[config.mk]
export PLATFORM = sky130hd
export DESIGN_NAME = smcd_fifo
export DESIGN_NICKNAME = d
export VERILOG_FILES = /design/src/rtl/core/smcd_pkg.sv /design/src/rtl/core/smcd_fifo.sv
export SDC_FILE = /design/constraint.sdc
export NUM_CORES = 1
export LEC_CHECK = 0
export BUFFER_PORTS_ARGS = -buffer_cell sky130_fd_sc_hd__buf_2
export CAP_MARGIN = 40
export CORE_AREA = 3 3 102 104
export CTS_CLUSTER_DIAMETER = 150
export DETAILED_ROUTE_END_ITERATION = 8
export DIE_AREA = 0 0 105 107
export PLACE_DENSITY = 0.78
export SLEW_MARGIN = 20
export SYNTH_ARGS = -nofsm -noshare
export SYNTH_HDL_FRONTEND = slang
export SYNTH_SLANG_ARGS = --single-unit
[constraint.sdc]
create_clock -name i_clk -period 3.3 [get_ports i_clk]
set_input_delay 0.165 -clock i_clk [delete_from_list [all_inputs] [get_ports i_clk]]
set_output_delay 0.165 -clock i_clk [all_outputs]
set_load 0.05 [all_outputs]
[src/rtl/core/smcd_pkg.sv]
// Shared types, constants and CRC/UDRE helper functions for the SBAS message checker.
package smcd_pkg;

    // CRC-24Q generator without its implied x^24 term.
    localparam logic [23:0] CRC_POLY = 24'h864CFB;
    localparam logic [5:0]  FULL_BYTES = 6'd32;
    localparam logic [7:0]  PRN_BASE = 8'd120;

    localparam logic [5:0] TYPE_FC2 = 6'd2;
    localparam logic [5:0] TYPE_FC3 = 6'd3;
    localparam logic [5:0] TYPE_FC4 = 6'd4;
    localparam logic [5:0] TYPE_FC6 = 6'd6;

    typedef enum logic [1:0] {
        STATUS_OK        = 2'd0,
        STATUS_TOO_SHORT = 2'd1,
        STATUS_CRC_FAIL  = 2'd2
    } t_status;

    typedef struct packed {
        logic [7:0] data_byte;
        logic       last_byte;
    } t_in_item;

    typedef struct packed {
        logic [1:0]         status;
        logic [5:0]         msg_type;
        logic               fc_valid;
        logic [7:0]         sat_prn;
        logic signed [11:0] range_corr;
        logic [8:0]         udre_quarter_m;
    } t_out_item;

    // One classified message handed from the front end to the decoder.
    typedef struct packed {
        logic        is_short;
        logic        crc_ok;
        logic [5:0]  type_f;
        logic [5:0]  slot_f;
        logic [11:0] corr_f;
        logic [3:0]  udrei_f;
    } t_job;

    function automatic logic [23:0] crc_bit(input logic [23:0] c, input logic b);
        logic [23:0] s;
        s = {c[22:0], 1'b0} ^ (c[23] ? CRC_POLY : 24'h000000);
        return s ^ {23'd0, b};
    endfunction

    function automatic logic [23:0] crc_byte(input logic [23:0] c, input logic [7:0] d);
        logic [23:0] s;
        s = c;
        for (int k = 7; k >= 0; k--) begin
            s = crc_bit(s, d[k]);
        end
        return s;
    endfunction

    // UDREI to UDRE in quarter meters.
    function automatic logic [8:0] udre_lut(input logic [3:0] idx);
        logic [8:0] v;
        case (idx)
            4'd0:    v = 9'd3;
            4'd1:    v = 9'd4;
            4'd2:    v = 9'd5;
            4'd3:    v = 9'd7;
            4'd4:    v = 9'd9;
            4'd5:    v = 9'd12;
            4'd6:    v = 9'd15;
            4'd7:    v = 9'd18;
            4'd8:    v = 9'd21;
            4'd9:    v = 9'd24;
            4'd10:   v = 9'd30;
            4'd11:   v = 9'd60;
            default: v = 9'd400;
        endcase
        return v;
    endfunction

endpackage

[src/rtl/core/smcd_fifo.sv]
// Short queue of classified messages between the front end and the decoder.
module smcd_fifo
    import smcd_pkg::*;
#(
    parameter int DEPTH = 4
)(
    input  logic i_clk,
    input  logic i_rst_n,
    input  logic i_push,
    input  t_job i_job,
    output logic o_full,
    input  logic i_pop,
    output logic o_empty,
    output t_job o_head
);

    localparam int PTR_W = (DEPTH > 1) ? $clog2(DEPTH) : 1;
    localparam int CNT_W = $clog2(DEPTH + 1);

    t_job             r_mem [DEPTH];
    logic [PTR_W-1:0] r_wr_ptr, r_rd_ptr;
    logic [CNT_W-1:0] r_count;

    assign o_full  = (r_count == CNT_W'(DEPTH));
    assign o_empty = (r_count == '0);
    assign o_head  = r_mem[r_rd_ptr];

    always_ff @(posedge i_clk) begin
        if (i_push) begin
            r_mem[r_wr_ptr] <= i_job;
        end
    end

    always_ff @(posedge i_clk) begin
        if (!i_rst_n) begin
            r_wr_ptr <= '0;
            r_rd_ptr <= '0;
            r_count  <= '0;
        end else begin
            if (i_push) begin
                r_wr_ptr <= (r_wr_ptr == PTR_W'(DEPTH - 1)) ? '0 : r_wr_ptr + 1'b1;
            end
            if (i_pop) begin
                r_rd_ptr <= (r_rd_ptr == PTR_W'(DEPTH - 1)) ? '0 : r_rd_ptr + 1'b1;
            end
            if (i_push && !i_pop) begin
                r_count <= r_count + 1'b1;
            end else if (i_pop && !i_push) begin
                r_count <= r_count - 1'b1;
            end
        end
    end

    a_no_overflow: assert property (@(posedge i_clk) disable iff (!i_rst_n)
        !(i_push && o_full) && !(i_pop && o_empty))
        else $error("queue pushed while full or popped while empty");

    a_count_bound: assert property (@(posedge i_clk) disable iff (!i_rst_n)
        r_count <= CNT_W'(DEPTH))
        else $error("queue occupancy beyond depth");

endmodule

==> results of run 1 <==
## state kept, by name, summed over array words and instances, names as in the netlist, named ones only
signal,flops
r_rd_ptr,2
r_wr_ptr,2
r_mem,120
r_count,3
## logic make-up after synthesis
kind of cell / synth area share
buffers and inverters: 0.01333
AOI/OAI and AO/OA: 0.004183
adders and majority gates: 0.01987
DFF: 0.7906
and+or+nand+nor: 0.01882
xor gates and xnor gates: 0.003661
muxes: 0.1495
## layer usage
layer	GRT usage	vias up
met5	0	-
met4	0.07029	0
met3	0.06201	8
met2	0.2585	64
met1	0.2050	1174
li1	-	1065
## power groups by stage
stage / clock [mW] / sequential (mW) / combinational [mW]
6_report: 2.10 / 1.90 / 0.523
5_1_grt: 2.22 / 1.91 / 0.557
4_1_cts: 2.14 / 1.92 / 0.502
3_5_place_dp: 0 / 1.95 / 0.471
3_3_place_gp: 0 / 1.94 / 0.462
2_1_floorplan: 0 / 1.92 / 0.369
## final cells by class
cell class	instances	area [um2]
Inverter	4	15.01
Timing Repair Buffer	103	775.7
Multi-Input combinational cell	61	943.4
Tap cell	133	166.4
Sequential cell	129	3786
Clock buffer	17	414.1
Clock inverter	15	262.8
Fill cell	665	3276
## worst min path at each step
| stage | slack, ps | to | startpoint |
|---|---|---|---|
| final | 50 | r_wr_ptr[1] | i_push |
| after global routing | 50 | r_wr_ptr[0] | i_push |
| after CTS | 30 | r_wr_ptr[1] | i_push |
| after detailed placement | 390 | r_mem[3][18] | i_job[18] |
| after global placement | 380 | r_mem[0][10] | i_job[10] |
| after floorplan | 260 | r_mem[0][0] | i_job[0] |
## worst register-to-register path, delay by kind of cell (launching register included)
kind	cells	cell delay, ps
buffers and inverters	1	220
DFF	1	400
adders and majority gates	1	190
and+or+nand+nor	1	390
## cell usage in the layout (no fill, tap or decap)
cell and instances:
a21boi_0 1, and2_1 1, and2_2 4, buf_12 2, buf_16 3, buf_2 65, buf_4 1, bufinv_16 7
clkbuf_16 16, clkbuf_8 1, clkinv_1 3, clkinv_4 2, clkinvlp_4 2, dfxtp_1 7, dfxtp_2 2, dlygate4sd3_1 32
edfxtp_1 120, fa_1 1, ha_1 6, inv_1 4, inv_6 1, mux2i_1 4, mux4_2 30, nor2_1 1
nor2b_1 5, nor3_1 2, nor3b_1 1, o21a_1 1, o21ai_0 1, or3_1 1, xnor2_1 1, xor2_1 1
==> qor.txt, run 1 <==
F_max: 0.3971 GHz
RR Startpoint: r_wr_ptr[0]
Fin crit period: 2518 ps
Switching Fraction: 0.2255
WHS: 45.05 ps
DIE HEIGHT: 107 um
NetSw: 1.021 mW
Final hold violations: 0
Post-CTS Setup Bufs: 0
Setup CP Type: reg -> out
Total GRT Usage: 0.1639
Initial drt markers: 105
M1 WL: 3607 um
CP cell instances: buf_4, mux4_2, buf_2
Number of global-route vias before repair: 2,517
Dominant synthesized flop cell: edfxtp_1
Max-cap violation count: 0
Area growth from synthesis to layout: 32.97%
Family with the most delay on the worst path: buffers and inverters
Placed cells: 393
VDD IR max: 0.0004987 V
Synth Instances: 200
CTS tree: yes
Reg clk slew, reported paths: 60 ps
Comb pwr share: 0.116
Async SR Flop Fraction: 0
Cell leakage power: 2.248 nW
Die ar.: 11,240 um2
Post-synth top area cell: edfxtp_1
Final Total Pwr: 4.529 mW
Syn nets: 241
Worst Path Buf+Inv: 2
Vias per cell: 5.002
Post-Route Setup TNS: 0 ps
Worst Setup EP: o_head[18]
Clk_lat worst skew: 510 ps
Starting Density: 0.4965
Core Util, Final: 0.6602
Layout cells sized above 1: 0.4134
Top cells by instance count after synthesis: edfxtp_1, mux4_2, dfxtp_1, ha_1
Final period utilization: 0.7631
Req. time, crit path: 3130 ps
ANT nets after route: 0
Crit start category: flip-flop
Metal2 WL: 4087 um
RSZ-0062 raised after global routing: false
Hold_buf cts: 32
CTS H-Tree Depth: 4
Synth Cell Area: 4786 um2
PwrDens: 711.7 nW/um2
Drt pass-1 iters: 4
HPWL after DPL: 4709 um
Synth area leaders: edfxtp_1, mux4_2, dfxtp_1, ha_1, mux2i_1
Gpl congestion: 0.6954
Post-synth EDFFs: 120
Pins Over Slew Limit: 0
Largest stage delay on the critical path: 580 ps
Worst hold stages: 3
Crit path DAT: 2350 ps
Final std cells w/o fill: 462
CP endpoint kind: output pin
Hold/Removal Path Class: in -> reg
# setup viols final: 0
Clock network power share: 0.464
Worst-case clock skew: 5.861 ps
Number of remaining DRC errors: 0
CTS Sinks: 129
Design area: 6364 um2
IO Pins: 66
DR WL/cell: 17.94 um
GRT overflow: 0
Die width: 105 um
Crit-path slowest cell: mux4_2
Core area: 9639 um2
Routed wire length: 8290 um
Largest net degree at the start of global routing: 31
Syn avg cell area: 23.93 um2
Antenna violations before repair: 0
Met3 routed WL: 490 um
Antenna cells: 0
Top Layer Used: met4
Post-CTS sizing: 0
CTS Buffer Depth: 2
Distinct cell type count of the synthesized netlist: 20
CTS buffer count: 17
Slew at the pin with the worst max-slew slack: 442.3 ps
Worst slew margin: 0.7051
Largest fanout on the critical path: 21
Ys Warns: 0
Via count: 2,311
FF-to-FF End: r_mem[3][28]
R2R Setup Slk: 1800 ps
DP Worst Slack: 1269 ps
Yosys reg bits: 129
Sequential share of power: 0.420
Int Power: 3.507 mW
Final worst slack: 781.7 ps
Final #Nets: 357
Crit path depth: 3
Port bufs: 65
First-pass GRT wire length: 13,460 um
Outcome: finished clean
Root Driver: clkbuf_8
# rows: 36
Register area share after synthesis: 0.7906
Worst reg2reg path depth: 3
Most frequent cell after synthesis: edfxtp_1
Post-synth top area share: 0.7529
Area after DPL: 5244 um2
No activity file was read; power rests on OpenSTA's default activity.
==> run 2, diff against run 1 <==
--- a/config.mk
+++ b/config.mk
@@ -11,7 +11,7 @@
 export CTS_CLUSTER_DIAMETER = 150
 export DETAILED_ROUTE_END_ITERATION = 8
 export DIE_AREA = 0 0 105 107
-export PLACE_DENSITY = 0.78
+export PLACE_DENSITY = 0.81
 export SLEW_MARGIN = 20
 export SYNTH_ARGS = -nofsm -noshare
 export SYNTH_HDL_FRONTEND = slang
==> constraint.sdc (replaced) <==
create_clock -name i_clk -period 2 [get_ports i_clk]
set_input_delay 0.1 -clock i_clk [delete_from_list [all_inputs] [get_ports i_clk]]
set_output_delay 0.1 -clock i_clk [all_outputs]
set_load 0.05 [all_outputs]
==> run 2 against run 1 <==
Register-to-register slack lost 1400 ps. Sequential share of layout area grew 1.4 points. Setup slack lost 700 ps. Non-clock buffer count grew 3. Clock power grew 36%. Cell count grew 0.65%. First-iteration DRC count shrank 3.8%. Highest routed layer unchanged. Design area shrank 2.3%. Critical path depth is the same. Total power grew 51%. Largest power group is now sequential cells. Flip-flop and latch count is the same. Count of clock-buffer cells in the layout grew 2.
==> qor.txt, run 2 (synthesis results as in run 1) <==
Largest regs: r_mem: 120 flops, r_count: 3 flops (unchanged)
ANT nets after route: 0 (unchanged)
DR WL/cell: 16.87 um (was 17.94 um)
Antenna violations before repair: 0 (unchanged)
Starting Density: 0.4965 (unchanged)
RR Startpoint: r_wr_ptr[0] (unchanged)
Worst hold stages: 2 (was 3)
Port bufs: 65 (unchanged)
Req. time, crit path: 1900 ps (was 3130 ps)
Max reg flops: 120 (unchanged)
CTS tree: yes (unchanged)
HPWL after DPL: 4715 um (was 4709 um)
Worst Min Path Start: i_job[6] (was i_push)
Initial drt markers: 101 (was 105)
Root Driver: clkbuf_8 (unchanged)
Reg clk slew, reported paths: 60 ps (about the same)
Gpl congestion: 0.7004 (was 0.6954)
Pins Over Slew Limit: 0 (unchanged)
Total GRT Usage: 0.1568 (was 0.1639)
Max-cap violation count: 0 (unchanged)
Largest net degree at the start of global routing: 31 (unchanged)
Area growth from synthesis to layout: 29.91% (was 32.97%)
CTS H-Tree Depth: 4 (unchanged)
# rows: 36 (unchanged)
Placed cells: 400 (was 393)
F_max: 0.5202 GHz
Final period utilization: 0.9612
Crit path DAT: 1820 ps (was 2350 ps)
IO Pins: 66 (unchanged)
Die width: 105 um (unchanged)
Fin crit period: 1922 ps
Worst-case clock skew: 8.368 ps (was 5.861 ps)
Routed wire length: 7844 um (was 8290 um)
Top reg by flops: r_mem (unchanged)
Slew at the pin with the worst max-slew slack: 795.0 ps (was 442.3 ps)
Hold/Removal Path Class: in -> reg (unchanged)
Setup CP Type: reg -> out (unchanged)
RSZ-0062 raised after global routing: true (was false)
Vias per cell: 4.929 (was 5.002)
Post-Route Setup TNS: 0 ps (unchanged)
Final #Nets: 360 (was 357)
Clk_lat worst skew: 500 ps (was 510 ps)
Outcome: finished clean (unchanged)
Crit start category: flip-flop (unchanged)
CTS buffer count: 17 (unchanged)
# setup viols final: 0 (unchanged)
First-pass GRT wire length: 13,030 um (was 13,460 um)
Commonest non-fill, non-tap cells in the layout: edfxtp_1, buf_2, dlygate4sd3_1 (unchanged)
Via count: 2,292 (was 2,311)
Worst reg2reg path depth: 3 (unchanged)
Commonest non-fill, non-tap cell in the layout: edfxtp_1 (unchanged)
Largest fanout on the critical path: 6 (was 21)
VDD IR max: 0.0005580 V (was 0.0004987 V)
Cell leakage power: 2.194 nW (was 2.248 nW)
PwrDens: 1101 nW/um2 (was 711.7 nW/um2)
Die ar.: 11,240 um2 (unchanged)
Layout cells sized above 1: 0.4157 (was 0.4134)
Core Util, Final: 0.6450 (was 0.6602)
Core area: 9639 um2 (unchanged)
Final hold violations: 0 (unchanged)
Antenna cells: 0 (unchanged)
Final std cells w/o fill: 465 (was 462)
Worst slew margin: 0.4700 (was 0.7051)
CTS Sinks: 129 (unchanged)
DIE HEIGHT: 107 um (unchanged)
Post-CTS Setup Bufs: 0 (unchanged)
Number of remaining DRC errors: 0 (unchanged)
Number of global-route vias before repair: 2,563 (was 2,517)
GRT overflow: 0 (unchanged)
CP endpoint kind: output pin (unchanged)
CTS Buffer Depth: 2 (unchanged)
Drt pass-1 iters: 4 (unchanged)
## run 2: per-stage QoR
stage	instance area, um2	total power, mW	setup WS (ps)	hold slack, ps
after floorplan	4786	3.784	314.3	198.9
after global placement	5309	3.978	383.4	313.1
after detailed placement	5309	3.997	347.7	318.6
after CTS	6206	6.913	17.97	322.1
after global routing	6217	7.094	-19.42	331.8
final	6217	6.844	77.59	348.8
## run 2: timing repair
action                                  4_1_cts  5_1_grt
hold buffers                                 33        0
hold endpoints to repair                    129        0
gates resized for setup                       2        3
endpoints found under the setup margin       16       22
## run 2: worst paths after layout
check,endpoint,slack (ps)
setup / recovery,o_head[9],80
hold / removal,r_mem[3][6],350
setup reg to reg,r_mem[0][14],360
hold reg to reg,r_count[2],520
## run 2: final cells by class
type	count	area, um2
Clock buffer	19	421.7
Clock inverter	13	137.6
Fill cell	694	3422
Inverter	4	15.01
Multi-Input combinational cell	61	943.4
Sequential cell	129	3786
Tap cell	133	166.4
Timing Repair Buffer	106	747.0
## run 2: power by group
part | total, mW | leakage (nW) | switching (mW) | internal [mW]
registers | 3.13 | 1.18 | 0.0415 | 3.09
clock network | 2.86 | 0.270 | 1.08 | 1.77
logic | 0.857 | 0.746 | 0.558 | 0.300
## run 2: critical path, cell delays in order, from the launching register on
cell     delay [ps]
dfxtp_2         370
buf_4           200
mux4_2          530
buf_2           230
## run 2: layer usage
| metal | wire length, um | part of all wire | vias up | track usage |
|---|---|---|---|---|
| met1 | 3329 | 0.42 | 1152 | 0.1935 |
| met5 | 0 | 0 | - | 0 |
| li1 | - | - | 1070 | - |
| met4 | 98 | 0.012 | 0 | 0.05717 |
| met2 | 4056 | 0.52 | 60 | 0.2612 |
| met3 | 359 | 0.046 | 10 | 0.05117 |
