===== src/rtl/core/smcd_pkg.sv =====
// Shared types, constants and CRC/UDRE helper functions for the SBAS message checker.
package smcd_pkg;

    // CRC-24Q generator without its implied x^24 term.
    localparam logic [23:0] CRC_POLY = 24'h864CFB;
    localparam logic [5:0]  FULL_BYTES = 6'd32;
    localparam logic [7:0]  PRN_BASE = 8'd120;

    localparam logic [5:0] TYPE_FC2 = 6'd2;
    localparam logic [5:0] TYPE_FC3 = 6'd3;
    localparam logic [5:0] TYPE_FC4 = 6'd4;
    localparam logic [5:0] TYPE_FC6 = 6'd6;

    typedef enum logic [1:0] {
        STATUS_OK        = 2'd0,
        STATUS_TOO_SHORT = 2'd1,
        STATUS_CRC_FAIL  = 2'd2
    } t_status;

    typedef struct packed {
        logic [7:0] data_byte;
        logic       last_byte;
    } t_in_item;

    typedef struct packed {
        logic [1:0]         status;
        logic [5:0]         msg_type;
        logic               fc_valid;
        logic [7:0]         sat_prn;
        logic signed [11:0] range_corr;
        logic [8:0]         udre_quarter_m;
    } t_out_item;

    // One classified message handed from the front end to the decoder.
    typedef struct packed {
        logic        is_short;
        logic        crc_ok;
        logic [5:0]  type_f;
        logic [5:0]  slot_f;
        logic [11:0] corr_f;
        logic [3:0]  udrei_f;
    } t_job;

    function automatic logic [23:0] crc_bit(input logic [23:0] c, input logic b);
        logic [23:0] s;
        s = {c[22:0], 1'b0} ^ (c[23] ? CRC_POLY : 24'h000000);
        return s ^ {23'd0, b};
    endfunction

    function automatic logic [23:0] crc_byte(input logic [23:0] c, input logic [7:0] d);
        logic [23:0] s;
        s = c;
        for (int k = 7; k >= 0; k--) begin
            s = crc_bit(s, d[k]);
        end
        return s;
    endfunction

    // UDREI to UDRE in quarter meters.
    function automatic logic [8:0] udre_lut(input logic [3:0] idx);
        logic [8:0] v;
        case (idx)
            4'd0:    v = 9'd3;
            4'd1:    v = 9'd4;
            4'd2:    v = 9'd5;
            4'd3:    v = 9'd7;
            4'd4:    v = 9'd9;
            4'd5:    v = 9'd12;
            4'd6:    v = 9'd15;
            4'd7:    v = 9'd18;
            4'd8:    v = 9'd21;
            4'd9:    v = 9'd24;
            4'd10:   v = 9'd30;
            4'd11:   v = 9'd60;
            default: v = 9'd400;
        endcase
        return v;
    endfunction

endpackage


===== src/rtl/core/smcd_stream_if.sv =====
// Valid/ready stream interface carrying one payload beat.
interface smcd_stream_if #(
    parameter type t_payload = logic
);
    logic     valid;
    logic     ready;
    t_payload payload;

    modport source (output valid, output payload, input ready);
    modport sink   (input valid, input payload, output ready);
endinterface


===== src/rtl/core/smcd_back.sv =====
// Back end: turns a classified message into a result beat held in an output register.
module smcd_back
    import smcd_pkg::*;
(
    input  logic          i_clk,
    input  logic          i_rst_n,
    input  logic          i_q_empty,
    input  t_job          i_q_head,
    output logic          o_q_pop,
    smcd_stream_if.source o_out
);

    logic      r_valid;
    t_out_item r_item, n_item;
    logic      w_fc;
    logic      w_ok;

    assign o_q_pop = !i_q_empty && (!r_valid || o_out.ready);

    assign w_ok = !i_q_head.is_short && i_q_head.crc_ok;
    assign w_fc = w_ok && (i_q_head.type_f == TYPE_FC2 || i_q_head.type_f == TYPE_FC3 ||
                           i_q_head.type_f == TYPE_FC4 || i_q_head.type_f == TYPE_FC6);

    always_comb begin
        n_item = '0;
        if (i_q_head.is_short) begin
            n_item.status = STATUS_TOO_SHORT;
        end else if (!i_q_head.crc_ok) begin
            n_item.status = STATUS_CRC_FAIL;
        end else begin
            n_item.status   = STATUS_OK;
            n_item.msg_type = i_q_head.type_f;
        end
        if (w_fc) begin
            n_item.fc_valid       = 1'b1;
            n_item.sat_prn        = {2'b00, i_q_head.slot_f} + PRN_BASE;
            n_item.range_corr     = i_q_head.corr_f;
            n_item.udre_quarter_m = udre_lut(i_q_head.udrei_f);
        end
    end

    always_ff @(posedge i_clk) begin
        if (!i_rst_n) begin
            r_valid <= 1'b0;
        end else if (o_q_pop) begin
            r_valid <= 1'b1;
        end else if (o_out.ready) begin
            r_valid <= 1'b0;
        end
    end

    always_ff @(posedge i_clk) begin
        if (o_q_pop) begin
            r_item <= n_item;
        end
    end

    assign o_out.valid   = r_valid;
    assign o_out.payload = r_item;

endmodule


===== src/flat_wrapper.sv =====
// flat-port wrapper written by rule: the top's interface ports become plain ports
module smcd_back_flat import smcd_pkg::*;
  (i_clk, i_rst_n, i_q_empty, i_q_head, o_q_pop, o_out_valid, o_out_payload, o_out_ready);
  smcd_stream_if o_out_i ();
  input  logic i_clk;
  input  logic i_rst_n;
  input  logic i_q_empty;
  input  t_job i_q_head;
  output logic o_q_pop;
  output wire logic [$bits(o_out_i.valid)-1:0] o_out_valid;
  output wire logic [$bits(o_out_i.payload)-1:0] o_out_payload;
  input wire logic [$bits(o_out_i.ready)-1:0] o_out_ready;
  assign o_out_valid = o_out_i.valid;
  assign o_out_payload = o_out_i.payload;
  assign o_out_i.ready = o_out_ready;
  smcd_back u_core (.i_clk(i_clk), .i_rst_n(i_rst_n), .i_q_empty(i_q_empty), .i_q_head(i_q_head), .o_q_pop(o_q_pop), .o_out(o_out_i));
endmodule

===== config.mk =====
export PLATFORM = sky130hd
export DESIGN_NAME = smcd_back_flat
export DESIGN_NICKNAME = d
export VERILOG_FILES = /design/src/rtl/core/smcd_pkg.sv /design/src/rtl/core/smcd_stream_if.sv /design/src/rtl/core/smcd_back.sv /design/src/flat_wrapper.sv
export SDC_FILE = /design/constraint.sdc
export NUM_CORES = 1
export LEC_CHECK = 0
export BUFFER_PORTS_ARGS = -buffer_cell sky130_fd_sc_hd__buf_2
export CAP_MARGIN = 20
export CORE_AREA = 2 2 39 41
export CTS_CLUSTER_SIZE = 24
export DETAILED_ROUTE_END_ITERATION = 16
export DIE_AREA = 0 0 41 43
export SYNTH_ARGS = -nofsm -noshare
export SYNTH_HDL_FRONTEND = slang
export SYNTH_SLANG_ARGS = --single-unit

===== constraint.sdc =====
create_clock -name i_clk -period 1.15 [get_ports i_clk]
set_input_delay 0.0575 -clock i_clk [delete_from_list [all_inputs] [get_ports i_clk]]
set_output_delay 0.0575 -clock i_clk [all_outputs]
set_load 0.03 [all_outputs]

==> flow_summary.json, run 1 <==
{
  "met2WireLength_um": 139,
  "fin_crit_sh_pct": 87.89,
  "drc": 0,
  "cts_tree": "yes",
  "p_leak_nw": 0.1407,
  "cp_top_family": "flip-flops",
  "n_antenna_cell": 0,
  "power_density_mw_per_mm2": 1223,
  "rsz0062_at_grt": "false",
  "crit_start": "u_core.o_out.valid",
  "ys.flop_type": "edfxtp_1",
  "clockBufferDepth": 2,
  "fin_skew_ps": 3.376,
  "finalHoldViolCount": 0,
  "fin_util_pct": 18.81,
  "port_buffers": 18,
  "vias": 179,
  "syn_area_um2": 116.4,
  "antenna_found_initial": 0,
  "first_global_vias": 185,
  "track_usage_pct": 6.820,
  "slew-limit-headroom_pct": 86.51,
  "rows": 14,
  "fin_nets": 68,
  "crit_chain": "nand2b_1 -> nor2b_4 -> buf_2",
  "syn_nets": 45,
  "avgRoutedWirePerCell_um": 7.571,
  "die_area_mm2": 0.001763,
  "wl_met3_um": 88,
  "cts_resized": 0,
  "worstHoldPathType": "in2reg",
  "synth_warnings": 0,
  "fmax_mhz": 989.4,
  "initial_core_util_pct": 8.409,
  "cts_htree_levels": 1,
  "crit_buf_inv": 1,
  "setup_violations": 0,
  "r2r-start": "u_core.o_out.valid",
  "ant_nets": 0,
  "final_max_slew_viol_count": 0,
  "synth-edff-count": 1,
  "cp.arrival_ps": 950,
  "ios": 37,
  "dp_cells": 45,
  "cp.depth": 3,
  "core_area_mm2": 0.001384,
  "cp-start-kind": "register",
  "crit_fanout": 2,
  "worstHoldStart": "i_q_empty",
  "netlist_instances": 11,
  "hpwl_um": 326.7,
  "drtIter0Drc": 1,
  "max-vdd-ir-drop_mv": 0.3642,
  "synth.avg_cell_area_um2": 10.58,
  "status": "finished, final reports clean",
  "post-synth-top-area-cell": "edfxtp_1",
  "cp_slowest_cell": "dfxtp_1",
  "postCtsSetupBuffers": 0,
  "area_growth_syn_to_layout_pct": 123.7,
  "ys_async_sr_fraction_pct": 0,
  "m1WireLength_um": 143,
  "hold-path-cell-count": 2,
  "grt_pass1_wl_um": 655,
  "final.setup.tns_ps": 0,
  "clkTransAtPathRegs_ps": 30,
  "end_kind": "primary output",
  "cts_hold_buf": 0,
  "vias_per_cell": 3.653,
  "yosys.area.top_type_share_pct": 25.81,
  "finalNonFillerCells": 49,
  "ys_types": 11,
  "drt-total-wl_um": 371,
  "clock-root-buffer": "clkbuf_4",
  "clk_latency_ps": 230,
  "drive_gt1_share_pct": 66.67,
  "dp_slack_ps": 226.1,
  "slowest_delay_ps": 300,
  "die_height_um": 43,
  "grt_overflow": 0,
  "r2r_cells": 2,
  "yosys-top-cells-area": "edfxtp_1 26%, dfxtp_1 17%, mux2_1 9.7%",
  "routabilityCongestion": 0.6833,
  "worstPathRequired_ps": 1090,
  "die_x_um": 41,
  "grt_max_degree": 3,
  "setup_ws_ps": 139.3,
  "path_class": "reg2out",
  "top_layer": "met3",
  "ys_ff_latch": 2,
  "tightest_slew_ps": 200.5,
  "yosysSeqAreaShare_pct": 43.01,
  "cts_buffers": 3,
  "layout_min_cycle_time_ps": 1011,
  "clock-sinks": 2,
  "drt-pass1-iter-count": 2,
  "power.total_uw": 318.2,
  "cap_violations": 0
}
[routing by layer]
metal	global-route usage, %	vias up
li1	-	85
met1	4.487	73
met2	8.125	21
met3	9.948	0
met4	6.000	0
met5	0	-
[stage by stage]
stage / hold slack [ps] / instance area [µm²]
CTS: 71.93 / 260.3
global placement: 311.9 / 234.0
global route: 81.54 / 260.3
detailed placement: 314.5 / 234.0
floorplan: 158.4 / 123.9
finish: 73.56 / 260.3
[cells by family (layout without fill, tap and decap cells)]
kind of cell | after synthesis | count (layout) | synth area share, %
AOI/OAI and AO/OA | 2 | 2 | 11.83
buffers and inverters | 1 | 23 | 3.223
DFF | 2 | 2 | 43.01
muxes | 2 | 2 | 18.28
and+or+nand+nor | 4 | 4 | 23.67
[cell usage in the layout (no fill, tap or decap)]
| cell | Yosys | layout |
|---|---|---|
| and4_1 | 1 | 1 |
| o22ai_1 | 1 | 1 |
| edfxtp_1 | 1 | 1 |
| clkbuf_1 | 0 | 1 |
| mux2i_1 | 1 | 1 |
| nor2b_4 | 0 | 1 |
| buf_2 | 0 | 18 |
| nand2b_1 | 1 | 1 |
| mux2_1 | 1 | 1 |
| inv_1 | 1 | 1 |
| a21boi_0 | 1 | 1 |
| clkbuf_4 | 0 | 3 |
| nor4_1 | 1 | 1 |
| dfxtp_1 | 1 | 1 |
[flip-flops by register name, summed over array words and instances, names as in the netlist]
register	count
u_core.o_out.payload	1
u_core.o_out.valid	1
[report_power, final]
part	internal, mW	leakage, nW	switching (mW)
sequential	0.0795	0.0183	0.00132
clock	0.129	0.0150	0.0467
combinational	0.0324	0.107	0.0289
[path summary, 6_finish.rpt]
kind                          endpoint  slack [ps]
setup / recovery               o_q_pop         140
hold / removal      u_core.o_out.valid          70
setup reg to reg  u_core.o_out.payload         340
hold reg to reg     u_core.o_out.valid         510
[worst reg2reg max path, cell delays in order, from the launching register on]
cell and delay, ps:
dfxtp_1 300, nand2b_1 80, nor2b_4 150
[final cells by class]
class                           instances  area (µm²)
Sequential cell                         2       50.05
Fill cell                             151        1124
Timing Repair Buffer                   18       90.09
Tap cell                               16       20.02
Multi-Input combinational cell          8       70.07
Clock buffer                            4       26.28
Inverter                                1       3.754
Note: power is estimated with default switching activity, not from simulation.
==> run 2: changes to the inputs <==
--- a/config.mk
+++ b/config.mk
@@ -7,10 +7,11 @@
 export LEC_CHECK = 0
 export BUFFER_PORTS_ARGS = -buffer_cell sky130_fd_sc_hd__buf_2
 export CAP_MARGIN = 20
-export CORE_AREA = 2 2 39 41
+export CORE_AREA = 5 5 42 44
 export CTS_CLUSTER_SIZE = 24
 export DETAILED_ROUTE_END_ITERATION = 16
-export DIE_AREA = 0 0 41 43
+export DIE_AREA = 0 0 47 49
+export HOLD_SLACK_MARGIN = 0.03
 export SYNTH_ARGS = -nofsm -noshare
 export SYNTH_HDL_FRONTEND = slang
 export SYNTH_SLANG_ARGS = --single-unit
==> flow_summary.json, run 2 (same netlist as run 1, synthesis figures left out) <==
{
  "status": "finished, final reports clean",
  "max-vdd-ir-drop_mv": 0.1523,
  "drtIter0Drc": 1,
  "end_kind": "primary output",
  "initial_core_util_pct": 8.304,
  "p_leak_nw": 0.1407,
  "clkTransAtPathRegs_ps": 30,
  "avgRoutedWirePerCell_um": 8.020,
  "m1WireLength_um": 117,
  "crit_fanout": 2,
  "vias": 178,
  "cts_resized": 0,
  "track_usage_pct": 3.584,
  "worstHoldPathType": "in2reg",
  "power.total_uw": 312.0,
  "pwr-share-comb_pct": 19.6,
  "grt_pass1_wl_um": 545,
  "clockBufferDepth": 2,
  "cts_tree": "yes",
  "fmax_mhz": 1010,
  "cp_slowest_cell": "dfxtp_1",
  "tightest_slew_ps": 205.6,
  "die_area_mm2": 0.002303,
  "crit_chain": "nand2b_1 -> nor2b_4 -> buf_2",
  "ant_nets": 0,
  "cap_violations": 0,
  "routabilityCongestion": 0.5688,
  "rsz0062_at_grt": "false",
  "swShare_pct": 22.82,
  "cp.arrival_ps": 930,
  "antenna_found_initial": 0,
  "p_switching_uw": 71.20,
  "drt-total-wl_um": 393,
  "port_buffers": 18,
  "vias_per_cell": 3.633,
  "cts_hold_buf": 0,
  "postCtsSetupBuffers": 0,
  "core_area_mm2": 0.001401,
  "whs_ps": 87.43,
  "clock-sinks": 2,
  "slowest_delay_ps": 290,
  "n_antenna_cell": 0,
  "cts_htree_levels": 1,
  "rows": 14,
  "drc": 0,
  "final_common_cell": "buf_2",
  "path_class": "reg2out",
  "clock-root-buffer": "clkbuf_4",
  "drt-pass1-iter-count": 2,
  "worstPathRequired_ps": 1090,
  "layout_min_cycle_time_ps": 989.8,
  "hpwl_um": 374.6,
  "fin_skew_ps": 8.792,
  "mostFrequentLayoutCells": "18 x buf_2, 3 x clkbuf_4",
  "first_global_vias": 168,
  "p_clk_share_pct": 54.5,
  "grt_overflow": 0,
  "die_height_um": 49,
  "area_growth_syn_to_layout_pct": 123.7,
  "ios": 37,
  "met2WireLength_um": 169,
  "finalHoldViolCount": 0,
  "die_x_um": 47,
  "drive_gt1_share_pct": 66.67,
  "setup_violations": 0,
  "top_layer": "met3",
  "p_int_uw": 240.8,
  "cp-start-kind": "register",
  "fin_nets": 68,
  "seqPwrFrac_pct": 25.9,
  "fin_crit_sh_pct": 86.07,
  "grt_max_degree": 3,
  "clk_latency_ps": 230,
  "wl_met3_um": 106,
  "final.setup.tns_ps": 0,
  "final_max_slew_viol_count": 0,
  "power_density_mw_per_mm2": 1199,
  "finalNonFillerCells": 49,
  "slew-limit-headroom_pct": 86.16,
  "dp_cells": 45,
  "cts_buffers": 3
}
run 2: per-stage QoR:
step           worst slack, ps  cell area (µm²)  util [%]
2_1_floorplan            64.85            123.9         -
3_3_place_gp             210.8            234.0     16.70
3_5_place_dp             209.1            234.0     16.70
4_1_cts                  139.9            260.3     18.57
5_1_grt                  120.1            260.3     18.57
6_report                 160.2            260.3     18.57
run 2: worst paths after layout:
kind,startpoint,end,slack [ps],cells past startpoint
worst max-delay path,u_core.o_out.valid,o_q_pop,160,3
worst min-delay path,i_q_empty,u_core.o_out.valid,90,2
worst max register to register,u_core.o_out.valid,u_core.o_out.payload,360,2
worst min register to register,u_core.o_out.valid,u_core.o_out.valid,510,2
run 2: metal layers:
layer	up-vias	GRT usage, %
li1	85	-
met1	74	2.620
met4	0	5.530
met2	19	5.204
met3	0	1.476
met5	-	0
run 2: power groups by stage:
stage,clock [mW],combinational [mW],sequential [mW]
finish,0.170,0.0612,0.0807
CTS,0.182,0.0624,0.0808
floorplan,0,0.0197,0.0904
detailed placement,0,0.0623,0.0818
global route,0.185,0.0663,0.0809
global placement,0,0.0607,0.0815
run 2: cell type report:
cell class                 count  area [µm²]
fill                         173        1141
timing repair buffer          18       90.09
multi-input combinational      8       70.07
sequential                     2       50.05
clock buffer                   4       26.28
tap                           16       20.02
inverter                       1       3.754
run 2: worst max-delay path: cells and delay by family, from the launching register on:
| family | cells | cell delay (ps) |
|---|---|---|
| buffers and inverters | 1 | 200 |
| flip-flops | 1 | 290 |
| AND/OR/NAND/NOR | 2 | 220 |
==> run 3: changes to the inputs <==
--- a/config.mk
+++ b/config.mk
@@ -5,6 +5,7 @@
 export SDC_FILE = /design/constraint.sdc
 export NUM_CORES = 1
 export LEC_CHECK = 0
+export ABC_AREA = 1
 export BUFFER_PORTS_ARGS = -buffer_cell sky130_fd_sc_hd__buf_2
 export CAP_MARGIN = 20
 export CORE_AREA = 5 5 42 44
==> flow_summary.json, run 3 <==
{
  "status": "finished, final reports clean",
  "crit_chain": "a21oi_4 -> buf_2",
  "final.setup.tns_ps": 0,
  "mostFrequentLayoutCells": "18 x buf_2, 4 x nand2_1, 3 x inv_1, 3 x nor2_1, 3 x clkbuf_4",
  "final_area_um2": 272.8,
  "clock-sinks": 2,
  "die_x_um": 47,
  "grt_max_degree": 4,
  "die_area_mm2": 0.002303,
  "antenna_found_initial": 0,
  "core_area_mm2": 0.001401,
  "slew-limit-headroom_pct": 90.22,
  "yosys-top-cells-area": "edfxtp_1 24%, dfxtp_1 16%, nand2_1 12%",
  "clk_latency_ps": 230,
  "drt-pass1-iter-count": 1,
  "synth-edff-count": 1,
  "cp_top_family": "flip-flops",
  "power.total_uw": 322.2,
  "layout_min_cycle_time_ps": 975.5,
  "first_global_vias": 187,
  "final_common_cell": "buf_2",
  "n_antenna_cell": 0,
  "cp_slowest_cell": "dfxtp_1",
  "worstHoldPathType": "in2reg",
  "yosysSeqAreaShare_pct": 40.00,
  "crit_buf_inv": 1,
  "synth.avg_cell_area_um2": 6.951,
  "syn_area_um2": 125.1,
  "dp_slack_ps": 368.3,
  "initial_core_util_pct": 8.929,
  "die_height_um": 49,
  "rows": 14,
  "cap_violations": 0,
  "setup_violations": 0,
  "worstPathRequired_ps": 1090,
  "path_class": "reg2out",
  "ys_ff_latch": 2,
  "grt_overflow": 0,
  "crit_fanout": 3,
  "synth_common_cells": "4 x nand2_1, 3 x inv_1, 3 x nor2_1",
  "rsz0062_at_grt": "false",
  "drive_gt1_share_pct": 57.50,
  "fmax_mhz": 1025,
  "syn_nets": 52,
  "clock-root-buffer": "clkbuf_4",
  "setup_ws_ps": 174.5,
  "postCtsSetupBuffers": 0,
  "cts_buffers": 3,
  "cts_resized": 0,
  "yosys.area.top_type_share_pct": 24.00,
  "ys.flop_type": "edfxtp_1",
  "yosysMostFrequentCell": "nand2_1",
  "slowest_delay_ps": 330,
  "grt_pass1_wl_um": 655,
  "final_max_slew_viol_count": 0,
  "cts_tree": "yes",
  "cts_hold_buf": 0,
  "fin_skew_ps": 6.148,
  "fin_nets": 75,
  "port_buffers": 18,
  "cp-start-kind": "register",
  "avgRoutedWirePerCell_um": 7.732,
  "routabilityCongestion": 0.5950,
  "area_growth_syn_to_layout_pct": 118.0,
  "ys_types": 10,
  "track_usage_pct": 4.852,
  "vias": 190,
  "drt-total-wl_um": 433,
  "cp.arrival_ps": 920,
  "clockBufferDepth": 2,
  "p_leak_nw": 0.1442,
  "vias_per_cell": 3.393,
  "ys_async_sr_fraction_pct": 0,
  "power_density_mw_per_mm2": 1181,
  "drtIter0Drc": 0,
  "synth_warnings": 0,
  "post-synth-top-area-cell": "edfxtp_1",
  "end_kind": "primary output",
  "netlist_instances": 18,
  "tightest_slew_ps": 146.5,
  "hpwl_um": 381,
  "ios": 37,
  "clkTransAtPathRegs_ps": 30,
  "finalHoldViolCount": 0,
  "ant_nets": 0,
  "cts_htree_levels": 1,
  "whs_ps": 74.98,
  "max-vdd-ir-drop_mv": 0.2016,
  "drc": 0,
  "place_area_um2": 246.5,
  "fin_crit_sh_pct": 84.83
}
-- run 3: cell count changes after synthesis, moves of 2 or more --
cell,delta
nor2_1,+3
nand2_1,+4
a21oi_1,+2
inv_1,+2
-- run 3: logic make-up after synthesis --
| kind of cell | Yosys count | synth area share (%) |
|---|---|---|
| compound gates | 4 | 18.00 |
| buf+inv | 3 | 8.999 |
| flops | 2 | 40.00 |
| simple gates | 9 | 32.99 |
-- run 3: stage by stage --
stage	cells	util, %
global placement	52	17.59
global route	56	19.46
detailed placement	52	17.59
CTS	56	19.46
finish	56	19.46
floorplan	18	-
-- run 3: final timing paths --
path	slack, ps	cells past startpoint	startpoint	to
worst max-delay path	170	2	u_core.o_out.valid	o_q_pop
worst min-delay path	70	2	i_q_empty	u_core.o_out.valid
worst max register to register	380	1	u_core.o_out.valid	u_core.o_out.payload
worst min register to register	520	2	u_core.o_out.valid	u_core.o_out.valid
-- run 3: layout make-up --
cell class                 count  area (µm²)
fill                         172        1129
timing repair buffer          18       90.09
multi-input combinational     13       75.07
sequential                     2       50.05
clock buffer                   4       26.28
tap                           16       20.02
inverter                       3       11.26
-- run 3: routing by layer --
layer | wire length (µm) | share of wire (%) | vias to the layer above | global-route usage (%)
met5 | 0 | 0 | - | 0
met4 | 14 | 3.2 | 0 | 8.295
met3 | 85 | 20 | 2 | 3.321
met2 | 190 | 44 | 16 | 5.656
met1 | 144 | 33 | 71 | 3.720
li1 | - | - | 101 | -
-- run 3: report_power, final --
| group | internal (mW) | leakage (nW) | switching, mW |
|---|---|---|---|
| sequential | 0.0795 | 0.0183 | 0.00281 |
| combinational | 0.0311 | 0.111 | 0.0338 |
| clock | 0.129 | 0.0150 | 0.0458 |
| total | 0.240 | 0.144 | 0.0824 |
